$ cat src/design/rcd_pkg.sv
// shared types and constants for the rc drive mode controller
`default_nettype none

package rcd_pkg;

  // fixed field widths
  localparam int PULSE_W    = 15;
  localparam int STEP_W     = 10;
  localparam int ELAPSED_W  = 17;
  localparam int CMD_W      = 8;
  localparam int PWM_W      = 8;
  localparam int DB_W       = 7;
  localparam int CFG_IDX_W  = 3;
  localparam int CFG_DATA_W = 17;

  // datapath widths, sized for raw channels of up to 16 bits
  localparam int OPW = 18;
  localparam int QW  = 28;
  localparam int SW  = QW + 1;

  // channel mapping constants
  localparam int LINK_MIN      = 100;
  localparam int RAW_CENTER    = 1000;
  localparam int CHAN_OFFSET   = 100;
  localparam int MAG_SCALE     = 127;
  localparam int SWITCH_ON_MIN = 50;
  localparam int CMD_LIMIT     = 127;

  // intake pulse thresholds in microseconds
  localparam int PULSE_LOW_MIN  = 1200;
  localparam int PULSE_HIGH_MIN = 1600;
  localparam int PULSE_MAX      = 25000;

  // configuration register indexes
  localparam logic [CFG_IDX_W-1:0] REG_AUTO_TIMEOUT = 3'd0;
  localparam logic [CFG_IDX_W-1:0] REG_AUTO_DRIVE   = 3'd1;
  localparam logic [CFG_IDX_W-1:0] REG_DRIVE_CMD    = 3'd2;
  localparam logic [CFG_IDX_W-1:0] REG_INTAKE_LOW   = 3'd3;
  localparam logic [CFG_IDX_W-1:0] REG_INTAKE_HIGH  = 3'd4;
  localparam logic [CFG_IDX_W-1:0] REG_DEADBAND     = 3'd5;

  typedef enum logic [1:0] {
    DIV_5   = 2'd0,
    DIV_10  = 2'd1,
    DIV_100 = 2'd2
  } div_sel_t;

  typedef struct packed {
    logic     start;
    div_sel_t dsel;
  } mdu_req_t;

endpackage

`default_nettype wire

$ cat src/design/rc_drive_mode_controller_top.sv
// top level: tick sequencer, mode and auto sequence state, held drive outputs
//
// channel  direction  handshake            payload
// in_      input      in_valid / in_stall  steer, forward, throttle, switch, intake pulse, step
// out_     output     out_valid / out_stall right, left, intake pwm, auto active, link ok
// cfg_     input      cfg_we               cfg_index, cfg_wdata
//
// each item makes seven passes through the shared multiply/divide unit
// between its accept and its commit
// the commit waits while a previous result is still held on a stalled output
// synchronous active-low reset restores configuration defaults and clears all holds
`default_nettype none

module rc_drive_mode_controller_top
  import rcd_pkg::*;
#(
  parameter int RAW_WIDTH = 12
) (
  input  wire logic                   clk,
  input  wire logic                   rst_n,
  input  wire logic                   in_valid,
  output logic                        in_stall,
  input  wire logic [RAW_WIDTH-1:0]   in_steer_raw,
  input  wire logic [RAW_WIDTH-1:0]   in_forward_raw,
  input  wire logic [RAW_WIDTH-1:0]   in_throttle_raw,
  input  wire logic [RAW_WIDTH-1:0]   in_switch_raw,
  input  wire logic [PULSE_W-1:0]     in_intake_pulse_us,
  input  wire logic [STEP_W-1:0]      in_step_ms,
  output logic                        out_valid,
  input  wire logic                   out_stall,
  output logic signed [CMD_W-1:0]     out_right_cmd,
  output logic signed [CMD_W-1:0]     out_left_cmd,
  output logic [PWM_W-1:0]            out_intake_pwm,
  output logic                        out_auto_active,
  output logic                        out_link_ok,
  input  wire logic                   cfg_we,
  input  wire logic [CFG_IDX_W-1:0]   cfg_index,
  input  wire logic [CFG_DATA_W-1:0]  cfg_wdata
);

  localparam logic [2:0] OP_STEER   = 3'd0;
  localparam logic [2:0] OP_FWD     = 3'd1;
  localparam logic [2:0] OP_THR     = 3'd2;
  localparam logic [2:0] OP_SW      = 3'd3;
  localparam logic [2:0] OP_MAG     = 3'd4;
  localparam logic [2:0] OP_FWDMIX  = 3'd5;
  localparam logic [2:0] OP_TURN    = 3'd6;

  typedef enum logic [3:0] {
    S_IDLE   = 4'b0001,
    S_ISSUE  = 4'b0010,
    S_WAIT   = 4'b0100,
    S_COMMIT = 4'b1000
  } seq_state_t;

  typedef enum logic [2:0] {
    STG_IDLE  = 3'b001,
    STG_DRIVE = 3'b010,
    STG_DONE  = 3'b100
  } stage_t;

  // configuration
  logic [ELAPSED_W-1:0]    timeout_r;
  logic [ELAPSED_W-1:0]    drive_ms_r;
  logic signed [CMD_W-1:0] drive_cmd_r;
  logic [PWM_W-1:0]        intake_low_r;
  logic [PWM_W-1:0]        intake_high_r;
  logic [DB_W-1:0]         deadband_r;

  // sequencer
  seq_state_t state_r, state_nxt;
  logic [2:0] op_r, op_nxt;
  logic       out_valid_r, out_valid_nxt;

  // captured item
  logic [RAW_WIDTH-1:0] steer_r, fwd_raw_r, thr_r, sw_r;
  logic [PULSE_W-1:0]   pulse_r;
  logic [STEP_W-1:0]    step_r;

  // mapped values
  logic signed [OPW-1:0] steer_q_r, c2_r, c3_r, mag_r;
  logic signed [QW-1:0]  fwd_r, turn_r;
  logic                  sw_on_r;

  // tick state
  logic                    mode_r, mode_nxt;
  stage_t                  stage_r, stage_nxt;
  logic [ELAPSED_W-1:0]    elapsed_r, elapsed_nxt;
  logic signed [CMD_W-1:0] right_r, right_nxt;
  logic signed [CMD_W-1:0] left_r, left_nxt;
  logic [PWM_W-1:0]        intake_r, intake_nxt;
  logic                    link_r, link_nxt;

  mdu_req_t              md_req;
  logic signed [OPW-1:0] md_a, md_b;
  logic                  md_done;
  logic signed [QW-1:0]  md_q;

  logic                    accept, commit;
  logic [ELAPSED_W:0]      el_sum;
  logic [ELAPSED_W-1:0]    el;
  logic                    link;
  logic                    manual, auto_go, auto_branch;
  logic signed [SW-1:0]    left_sum, right_sum;
  logic signed [CMD_W-1:0] left_shaped, right_shaped;
  logic signed [CMD_W-1:0] drive_clamped;
  logic [PWM_W-1:0]        intake_sel;

  function automatic logic signed [OPW-1:0] centered(input logic [RAW_WIDTH-1:0] raw);
    centered = signed'(OPW'(raw)) - OPW'(RAW_CENTER);
  endfunction

  assign accept = in_valid && !in_stall;
  assign commit = (state_r == S_COMMIT) && (!out_valid_r || !out_stall);

  // operand selection for the shared unit
  always_comb begin
    md_req.start = (state_r == S_ISSUE);
    case (op_r)
      OP_STEER: begin
        md_a        = centered(steer_r);
        md_b        = OPW'(1);
        md_req.dsel = DIV_5;
      end
      OP_FWD: begin
        md_a        = centered(fwd_raw_r);
        md_b        = OPW'(1);
        md_req.dsel = DIV_5;
      end
      OP_THR: begin
        md_a        = (thr_r < RAW_WIDTH'(LINK_MIN)) ? '0 : centered(thr_r);
        md_b        = OPW'(1);
        md_req.dsel = DIV_10;
      end
      OP_SW: begin
        md_a        = centered(sw_r);
        md_b        = OPW'(1);
        md_req.dsel = DIV_10;
      end
      OP_MAG: begin
        md_a        = c3_r;
        md_b        = OPW'(MAG_SCALE);
        md_req.dsel = DIV_100;
      end
      OP_FWDMIX: begin
        md_a        = c2_r;
        md_b        = mag_r;
        md_req.dsel = DIV_100;
      end
      OP_TURN: begin
        md_a        = steer_q_r;
        md_b        = mag_r;
        md_req.dsel = DIV_100;
      end
      default: begin
        md_a        = '0;
        md_b        = '0;
        md_req.dsel = DIV_5;
      end
    endcase
  end

  rcd_muldiv u_muldiv (
    .clk   (clk),
    .rst_n (rst_n),
    .req   (md_req),
    .op_a  (md_a),
    .op_b  (md_b),
    .done  (md_done),
    .q     (md_q)
  );

  always_comb begin
    state_nxt     = state_r;
    op_nxt        = op_r;
    out_valid_nxt = out_valid_r;
    if (out_valid_r && !out_stall) begin
      out_valid_nxt = 1'b0;
    end
    case (state_r)
      S_IDLE: begin
        if (accept) begin
          state_nxt = S_ISSUE;
          op_nxt    = OP_STEER;
        end
      end
      S_ISSUE: state_nxt = S_WAIT;
      S_WAIT: begin
        if (md_done) begin
          if (op_r == OP_TURN) begin
            state_nxt = S_COMMIT;
          end else begin
            state_nxt = S_ISSUE;
            op_nxt    = op_r + 3'd1;
          end
        end
      end
      S_COMMIT: begin
        if (commit) begin
          state_nxt     = S_IDLE;
          out_valid_nxt = 1'b1;
        end
      end
      default: state_nxt = S_IDLE;
    endcase
  end

  always_ff @(posedge clk) begin
    if (!rst_n) begin
      state_r     <= S_IDLE;
      op_r        <= OP_STEER;
      out_valid_r <= 1'b0;
    end else begin
      state_r     <= state_nxt;
      op_r        <= op_nxt;
      out_valid_r <= out_valid_nxt;
    end
  end

  // item capture and mapped results
  always_ff @(posedge clk) begin
    if (accept) begin
      steer_r   <= in_steer_raw;
      fwd_raw_r <= in_forward_raw;
      thr_r     <= in_throttle_raw;
      sw_r      <= in_switch_raw;
      pulse_r   <= in_intake_pulse_us;
      step_r    <= in_step_ms;
    end
    if (state_r == S_WAIT && md_done) begin
      case (op_r)
        OP_STEER: steer_q_r <= signed'(md_q[OPW-1:0]);
        OP_FWD: begin
          if (fwd_raw_r < RAW_WIDTH'(LINK_MIN)) begin
            c2_r <= '0;
          end else begin
            c2_r <= signed'(md_q[OPW-1:0]) - OPW'(CHAN_OFFSET);
          end
        end
        OP_THR:    c3_r <= signed'(md_q[OPW-1:0]);
        OP_SW:     sw_on_r <= (sw_r >= RAW_WIDTH'(LINK_MIN)) && (md_q > QW'(SWITCH_ON_MIN));
        OP_MAG:    mag_r <= signed'(md_q[OPW-1:0]);
        OP_FWDMIX: fwd_r <= md_q;
        OP_TURN:   turn_r <= md_q - QW'(mag_r);
        default: begin
        end
      endcase
    end
  end

  // mix, shaping and intake selection
  assign left_sum  = SW'(fwd_r) + SW'(turn_r);
  assign right_sum = SW'(fwd_r) - SW'(turn_r);

  rcd_shape u_shape_left (
    .val      (left_sum),
    .deadband (deadband_r),
    .cmd      (left_shaped)
  );

  rcd_shape u_shape_right (
    .val      (right_sum),
    .deadband (deadband_r),
    .cmd      (right_shaped)
  );

  assign drive_clamped = (drive_cmd_r < -CMD_W'(CMD_LIMIT)) ? -CMD_W'(CMD_LIMIT) : drive_cmd_r;

  always_comb begin
    if (pulse_r > PULSE_W'(PULSE_MAX) || pulse_r < PULSE_W'(PULSE_LOW_MIN)) begin
      intake_sel = '0;
    end else if (pulse_r < PULSE_W'(PULSE_HIGH_MIN)) begin
      intake_sel = intake_low_r;
    end else begin
      intake_sel = intake_high_r;
    end
  end

  // tick state update
  assign el_sum = {1'b0, elapsed_r} + (ELAPSED_W + 1)'(step_r);
  assign link   = (steer_r >= RAW_WIDTH'(LINK_MIN));

  always_comb begin
    el          = elapsed_r;
    mode_nxt    = mode_r;
    stage_nxt   = stage_r;
    right_nxt   = right_r;
    left_nxt    = left_r;
    intake_nxt  = intake_r;
    link_nxt    = link;
    manual      = 1'b0;
    auto_go     = 1'b0;
    auto_branch = 1'b0;
    if (mode_r) begin
      el = el_sum[ELAPSED_W] ? '1 : el_sum[ELAPSED_W-1:0];
    end
    if (!link) begin
      right_nxt = '0;
      left_nxt  = '0;
    end else begin
      if (!mode_r && sw_on_r) begin
        mode_nxt  = 1'b1;
        el        = '0;
        stage_nxt = STG_DRIVE;
      end else if (mode_r && !sw_on_r) begin
        mode_nxt = 1'b0;
      end
      if (!mode_nxt) begin
        manual = 1'b1;
      end else begin
        auto_branch = 1'b1;
        if (el > timeout_r) begin
          stage_nxt = STG_DONE;
        end
        if (stage_nxt == STG_DRIVE) begin
          if (el < drive_ms_r) begin
            right_nxt = drive_clamped;
            auto_go   = 1'b1;
          end else begin
            stage_nxt = STG_DONE;
          end
        end
        if (!auto_go) begin
          mode_nxt = 1'b0;
          manual   = 1'b1;
        end
      end
      if (manual) begin
        left_nxt   = left_shaped;
        right_nxt  = right_shaped;
        intake_nxt = intake_sel;
      end
      if (auto_branch) begin
        intake_nxt = '0;
      end
    end
    elapsed_nxt = el;
  end

  always_ff @(posedge clk) begin
    if (!rst_n) begin
      mode_r    <= 1'b0;
      stage_r   <= STG_IDLE;
      elapsed_r <= '0;
      right_r   <= '0;
      left_r    <= '0;
      intake_r  <= '0;
      link_r    <= 1'b0;
    end else if (commit) begin
      mode_r    <= mode_nxt;
      stage_r   <= stage_nxt;
      elapsed_r <= elapsed_nxt;
      right_r   <= right_nxt;
      left_r    <= left_nxt;
      intake_r  <= intake_nxt;
      link_r    <= link_nxt;
    end
  end

  // configuration writes
  always_ff @(posedge clk) begin
    if (!rst_n) begin
      timeout_r     <= ELAPSED_W'(60000);
      drive_ms_r    <= ELAPSED_W'(2000);
      drive_cmd_r   <= CMD_W'(60);
      intake_low_r  <= PWM_W'(64);
      intake_high_r <= PWM_W'(128);
      deadband_r    <= DB_W'(3);
    end else if (cfg_we) begin
      case (cfg_index)
        REG_AUTO_TIMEOUT: timeout_r     <= cfg_wdata[ELAPSED_W-1:0];
        REG_AUTO_DRIVE:   drive_ms_r    <= cfg_wdata[ELAPSED_W-1:0];
        REG_DRIVE_CMD:    drive_cmd_r   <= signed'(cfg_wdata[CMD_W-1:0]);
        REG_INTAKE_LOW:   intake_low_r  <= cfg_wdata[PWM_W-1:0];
        REG_INTAKE_HIGH:  intake_high_r <= cfg_wdata[PWM_W-1:0];
        REG_DEADBAND:     deadband_r    <= cfg_wdata[DB_W-1:0];
        default: begin
        end
      endcase
    end
  end

  assign in_stall        = (state_r != S_IDLE);
  assign out_valid       = out_valid_r;
  assign out_right_cmd   = right_r;
  assign out_left_cmd    = left_r;
  assign out_intake_pwm  = intake_r;
  assign out_auto_active = mode_r;
  assign out_link_ok     = link_r;

endmodule

`default_nettype wire

$ cat src/design/rcd_muldiv.sv
// shared multiply then divide-by-constant unit, truncating toward zero
`default_nettype none

module rcd_muldiv
  import rcd_pkg::*;
(
  input  wire logic                  clk,
  input  wire logic                  rst_n,
  input  wire mdu_req_t              req,
  input  wire logic signed [OPW-1:0] op_a,
  input  wire logic signed [OPW-1:0] op_b,
  output logic                       done,
  output logic signed [QW-1:0]       q
);

  localparam logic [31:0] RECIP_5   = 32'd858993459;
  localparam logic [31:0] RECIP_10  = 32'd429496729;
  localparam logic [31:0] RECIP_100 = 32'd42949672;

  typedef enum logic [2:0] {
    MD_IDLE = 3'b001,
    MD_RCP  = 3'b010,
    MD_COR  = 3'b100
  } md_state_t;

  md_state_t   state_r, state_nxt;
  logic        done_r;
  logic [31:0] prod_r;
  logic [31:0] q0_r;
  logic        neg_r;
  div_sel_t    dsel_r;
  logic signed [QW-1:0] q_r;

  logic [OPW-1:0] mag_a, mag_b;
  logic [31:0]    mul_x, mul_y;
  logic [63:0]    mul_p;
  logic [31:0]    recip;
  logic [31:0]    qd;
  logic [31:0]    divisor;
  logic [31:0]    rem;
  logic [31:0]    q_mag;

  assign mag_a = op_a[OPW-1] ? OPW'(-op_a) : OPW'(op_a);
  assign mag_b = op_b[OPW-1] ? OPW'(-op_b) : OPW'(op_b);

  always_comb begin
    case (dsel_r)
      DIV_5: begin
        recip   = RECIP_5;
        qd      = (q0_r << 2) + q0_r;
        divisor = 32'd5;
      end
      DIV_10: begin
        recip   = RECIP_10;
        qd      = (q0_r << 3) + (q0_r << 1);
        divisor = 32'd10;
      end
      DIV_100: begin
        recip   = RECIP_100;
        qd      = (q0_r << 6) + (q0_r << 5) + (q0_r << 2);
        divisor = 32'd100;
      end
      default: begin
        recip   = RECIP_5;
        qd      = (q0_r << 2) + q0_r;
        divisor = 32'd5;
      end
    endcase
  end

  // one multiplier: operand magnitudes first, then the reciprocal
  always_comb begin
    if (state_r == MD_RCP) begin
      mul_x = prod_r;
      mul_y = recip;
    end else begin
      mul_x = 32'(mag_a);
      mul_y = 32'(mag_b);
    end
  end

  assign mul_p = mul_x * mul_y;
  assign rem   = prod_r - qd;
  assign q_mag = q0_r + ((rem >= divisor) ? 32'd1 : 32'd0);

  always_comb begin
    state_nxt = state_r;
    case (state_r)
      MD_IDLE: begin
        if (req.start) begin
          state_nxt = MD_RCP;
        end
      end
      MD_RCP:  state_nxt = MD_COR;
      MD_COR:  state_nxt = MD_IDLE;
      default: state_nxt = MD_IDLE;
    endcase
  end

  always_ff @(posedge clk) begin
    if (!rst_n) begin
      state_r <= MD_IDLE;
      done_r  <= 1'b0;
    end else begin
      state_r <= state_nxt;
      done_r  <= (state_r == MD_COR);
    end
  end

  always_ff @(posedge clk) begin
    if (state_r == MD_IDLE && req.start) begin
      prod_r <= mul_p[31:0];
      neg_r  <= op_a[OPW-1] ^ op_b[OPW-1];
      dsel_r <= req.dsel;
    end
    if (state_r == MD_RCP) begin
      q0_r <= mul_p[63:32];
    end
    if (state_r == MD_COR) begin
      q_r <= neg_r ? -signed'(q_mag[QW-1:0]) : signed'(q_mag[QW-1:0]);
    end
  end

  assign done = done_r;
  assign q    = q_r;

endmodule

`default_nettype wire

$ cat src/design/rcd_shape.sv
// side command shaping: clamp to the command range, then deadband
`default_nettype none

module rcd_shape
  import rcd_pkg::*;
(
  input  wire logic signed [SW-1:0] val,
  input  wire logic [DB_W-1:0]      deadband,
  output logic signed [CMD_W-1:0]   cmd
);

  localparam logic signed [SW-1:0] VAL_MAX = SW'(CMD_LIMIT);
  localparam logic signed [SW-1:0] VAL_MIN = -SW'(CMD_LIMIT);

  logic signed [CMD_W-1:0] clamped;
  logic [CMD_W-1:0]        mag;

  always_comb begin
    if (val > VAL_MAX) begin
      clamped = CMD_W'(CMD_LIMIT);
    end else if (val < VAL_MIN) begin
      clamped = -CMD_W'(CMD_LIMIT);
    end else begin
      clamped = val[CMD_W-1:0];
    end
  end

  assign mag = clamped[CMD_W-1] ? CMD_W'(-clamped) : CMD_W'(clamped);
  assign cmd = (mag < CMD_W'(deadband)) ? '0 : clamped;

endmodule

`default_nettype wire

$ cat config.mk
export PLATFORM = sky130hd
export DESIGN_NAME = rc_drive_mode_controller_top
export DESIGN_NICKNAME = d
export VERILOG_FILES = /design/src/design/rcd_pkg.sv /design/src/design/rc_drive_mode_controller_top.sv /design/src/design/rcd_muldiv.sv /design/src/design/rcd_shape.sv
export SDC_FILE = /design/constraint.sdc
export NUM_CORES = 2
export LEC_CHECK = 0
export ABC_AREA = 1
export BUFFER_PORTS_ARGS = -buffer_cell sky130_fd_sc_hd__buf_4
export CORE_AREA = 3 3 352 354
export DETAILED_ROUTE_END_ITERATION = 6
export DIE_AREA = 0 0 355 357
export PLACE_DENSITY = 0.68
export SLEW_MARGIN = 10
export SYNTH_ARGS = -nofsm -noshare
export SYNTH_HDL_FRONTEND = slang
export SYNTH_HIERARCHICAL = 1
export SYNTH_SLANG_ARGS = --single-unit
$ cat constraint.sdc
create_clock -name clk -period 9.46 [get_ports clk]
set_input_delay 1.892 -clock clk [delete_from_list [all_inputs] [get_ports clk]]
set_output_delay 1.892 -clock clk [all_outputs]
set_load 0.01 [all_outputs]
==> flow_summary.yaml <==
synthesis:
  synthesis.yosys.warnings: 6
  synthArstFlopShare_pct: 0
  yosys-top-cells-area: "fa_1 27%, edfxtp_1 15%, ha_1 12%, inv_1 10%, nand2_1 7.3%"
  synthesis.instances: 7355
  top_cell_type_by_total_area_after_synthesis: "fa_1"
  synth.yosys.seq_area_share_pct: 18.84
  synth.cell_area_um2: 60390
  syn-mean-instance-area_um2: 8.211
  ff_latch_count_synth: 420
  synth-edff-count: 297
  netlist.area_leader.share_pct: 26.72
  most_common_flop_cell_mapped_by_yosys: "edfxtp_1"
  post_synth_num_cell_types: 83
critical_path:
  worst_r2r_path_depth: 45
  critical_path.most_common_cell: "fa_2"
  cpLargestDelayFamily: "adder cells"
  timing.critical_path.from: "op_r[0]$_SDFFE_PN0P_"
  endpoint_kind: "register"
  critical-path-max-stage-delay_ps: 550
  timing_worst_setup_path_type: "reg2reg"
  r2r_start: "op_r[0]$_SDFFE_PN0P_"
  timing.critical_path.to: "u_muldiv/q0_r[26]$_DFFE_PP_"
  slowest_stage: "fa_1"
  worstSetupPathDepth: 45
  cp_data_arrival_time_ps: 10060
  critical_path_buf_inv_count: 12
  worst-path-max-fanout: 6
  cp.required_ps: 9820
  timing.critical_path.from_type: "register"
  r2r_setup_slack_ps: -240
  rr_endpoint: "u_muldiv/q0_r[26]$_DFFE_PP_"
detailed_routing:
  first_pass_iters: 6
  final_wl_mm: 200.5
  route.antenna.remaining_nets: 0
  post-route-drc-count: 0
  drtIter0Drc: 3898
  via_per_inst: 5.330
  drt-wirelength-per-cell_um: 20.78
  routed-via-count: 51423
timing:
  final_setup_violation_count: 26
  worst_slew_margin_rel_pct: 27.28
  max_slew.worst_pin.slew_ps: 1087
  slew_violations: 0
  timing.clock.skew_ps: 36.26
  setup_repair_after_global_routing_missed_its_margin: "yes"
  min_period_over_period_pct: 102.5
  final-hold-violation-count: 0
  clock.fmax_ghz: 0.1031
  final_period_minus_worst_setup_slack_ps: 9701
  layout_setup_ws_ps: -240.7
place:
  detailedPlace.worstSlack_ps: -790.2
  gp_congestion: 1.020
  place.port_buffers: 125
  detailed_place_hpwl_mm: 166.3
cts:
  cts_made_buffers: 47
  cts.sink_count: 420
  cts-root-to-sink-buffers: 3
  tritoncts: "yes"
  clock_tree_root: "clkbuf_16"
  clock_latency_ps: 630
  cts.htree.levels: 2
  holdBufCountCts: 0
  clkSlewWorstSetupHoldPaths_ps: 60
floorplanning:
  chip_width_um: 355
  io-pin-count: 126
  core_region_area_um2: 121400
  floorplan.die_area_um2: 126700
  placementRows: 128
  start_util_pct: 49.75
  height_of_the_chip_um: 357
worst_hold_path:
  class_of_the_tightest_hold_or_removal_check: "reg2reg"
  timing.hold.worst.start: "intake_low_r[0]$_SDFFE_PN0P_"
power:
  peak_supply_drop_v: 0.0006686
  cellLeakagePower_nw: 35.40
  pwr_density_cell_nw_per_um2: 286.6
grt:
  pin_count_of_the_biggest_net_entering_global_routing: 73
  grt_pass1_wl_mm: 304.7
  grtUsageTotal_pct: 31.36
  grt-ovfl-total: 0
  first_global_vias: 52458
  grt_antenna_before_repair: 6
cells_and_area:
  areaGrowthSynthToFinish_pct: 18.29
  utilization_pct: 58.85
  layout.nets: 9481
  proportion_of_layout_cells_with_a_drive_suffix_above_1_pct: 16.65
status:
  failed_checks: "setup timing"
  run_status: "finished, violations left"
flow_run:
  timing.max_cap.violations: 0
[cell families after synthesis]
logic type / share of synthesized area, %
buffers and inverters: 11.56
XOR/XNOR: 3.926
AND/OR/NAND/NOR: 17.18
AO/OA/AOI/OAI: 9.433
multiplexers: 0.01657
adder cells (fa/ha/maj): 39.02
other: 0.01244
flip-flops: 18.84
[stage by stage]
| step | cells | instance area [um^2] | power (mW) | hold slack (ps) | TNS [ps] |
|---|---|---|---|---|---|
| final | 9648 | 71440 | 20.47 | 450.4 | -3192 |
| after CTS | 9577 | 69470 | 17.84 | 452.7 | -242.8 |
| after global routing | 9645 | 71430 | 21.80 | 472.5 | -11140 |
| after floorplan | 7381 | 60490 | 8.953 | 422.7 | 0 |
| after detailed placement | 9453 | 66650 | 14.54 | 446.2 | -23270 |
| after global placement | 9453 | 66650 | 14.47 | 435.1 | -22620 |
[synthesized netlist by cell type, types with 15 or more instances]
cell type and n:
inv_1 1663, nand2_1 1178, fa_1 806, nor2_1 806, ha_1 594, a21oi_1 439
edfxtp_1 297, o21ai_0 282, nand3_1 188, xor2_1 174, dfxtp_1 123, clkbuf_1 89
xnor2_1 88, nand4_1 62, nor3_1 56, buf_2 35, nand2_2 34, o211ai_1 32
a31oi_1 29, a21o_1 24, nand3_2 22, nor2_2 19, nor4_1 19, o21ai_1 18
a21oi_2 17, o21bai_1 17, o21a_1 16, clkinv_1 15, or2_2 15
[power breakdown]
| group | switching, mW | internal, mW |
|---|---|---|
| combinational | 8.85 | 7.15 |
| clock | 0.816 | 1.08 |
| sequential | 0.220 | 2.35 |
| total | 9.89 | 10.6 |
[cells in the final DEF, fill, tap and decap left out, types with 39 or more instances in the layout]
cell type and count:
ha_1 564, buf_4 611, nor3_1 44, fa_1 767, o21ai_0 246, nand2_1 1112, a21oi_2 47, nor2_1 759
nor2_2 39, dfxtp_1 120, buf_6 41, xnor2_1 80, xor2_1 170, inv_2 60, nand2_2 78, clkbuf_16 52
edfxtp_1 297, inv_1 1611, fa_2 39, a21oi_1 390, nand3_1 175, nand4_1 62
[flip-flops by register name (all words and copies together) (netlist names), 17 cells and up]
signal           flops
u_muldiv/prod_r     32
u_muldiv/q0_r       32
fwd_r               28
turn_r              28
u_muldiv/q          28
c2_r                18
c3_r                18
mag_r               18
steer_q_r           18
drive_ms_r          17
elapsed_r           17
timeout_r           17
[what timing repair did]
item,4_1_cts,5_1_grt
setup endpoints to repair,46,45
pin swaps,74,175
buffers inserted,37,71
gates cloned,3,3
gates resized for setup,211,367
[final cells by class]
cell class | instances | area [um^2]
multi-input combinational | 5129 | 44150
inverter | 1690 | 6365
fill | 10918 | 49960
tap | 1625 | 2033
timing repair buffer | 695 | 5902
clock buffer | 59 | 1274
sequential | 420 | 11390
antenna | 4 | 10.01
clock inverter | 26 | 311.5
[worst register-to-register path, delay by kind of cell, from the launching register on]
| kind | cells | cell delay [ps] |
|---|---|---|
| buffers and inverters | 12 | 1380 |
| xor gates and xnor gates | 1 | 150 |
| AOI/OAI and AO/OA | 5 | 900 |
| DFF | 1 | 360 |
| adders and majority gates | 11 | 4800 |
| and+or+nand+nor | 16 | 1860 |
[worst min-delay path by stage]
stage	end	slack (ps)	depth (start not counted)
floorplan	u_muldiv/done$_SDFF_PN0_	420	1
global placement	intake_low_r[1]$_SDFFE_PN0P_	440	2
detailed placement	intake_low_r[2]$_SDFFE_PN0P_	450	2
CTS	intake_low_r[0]$_SDFFE_PN0P_	450	2
global route	intake_low_r[0]$_SDFFE_PN0P_	470	2
finish	intake_low_r[0]$_SDFFE_PN0P_	450	2
[layer usage]
metal  routed length, um  vias to the layer above  global-route usage, %
met1               80780                    24954                  40.67
met2               94820                     1832                  52.82
met3               15430                      458                  4.829
met4                9409                        4                  12.34
li1                    -                    24175                      -
met5                  27                        -                      0
(Power assumes the default switching activity.)
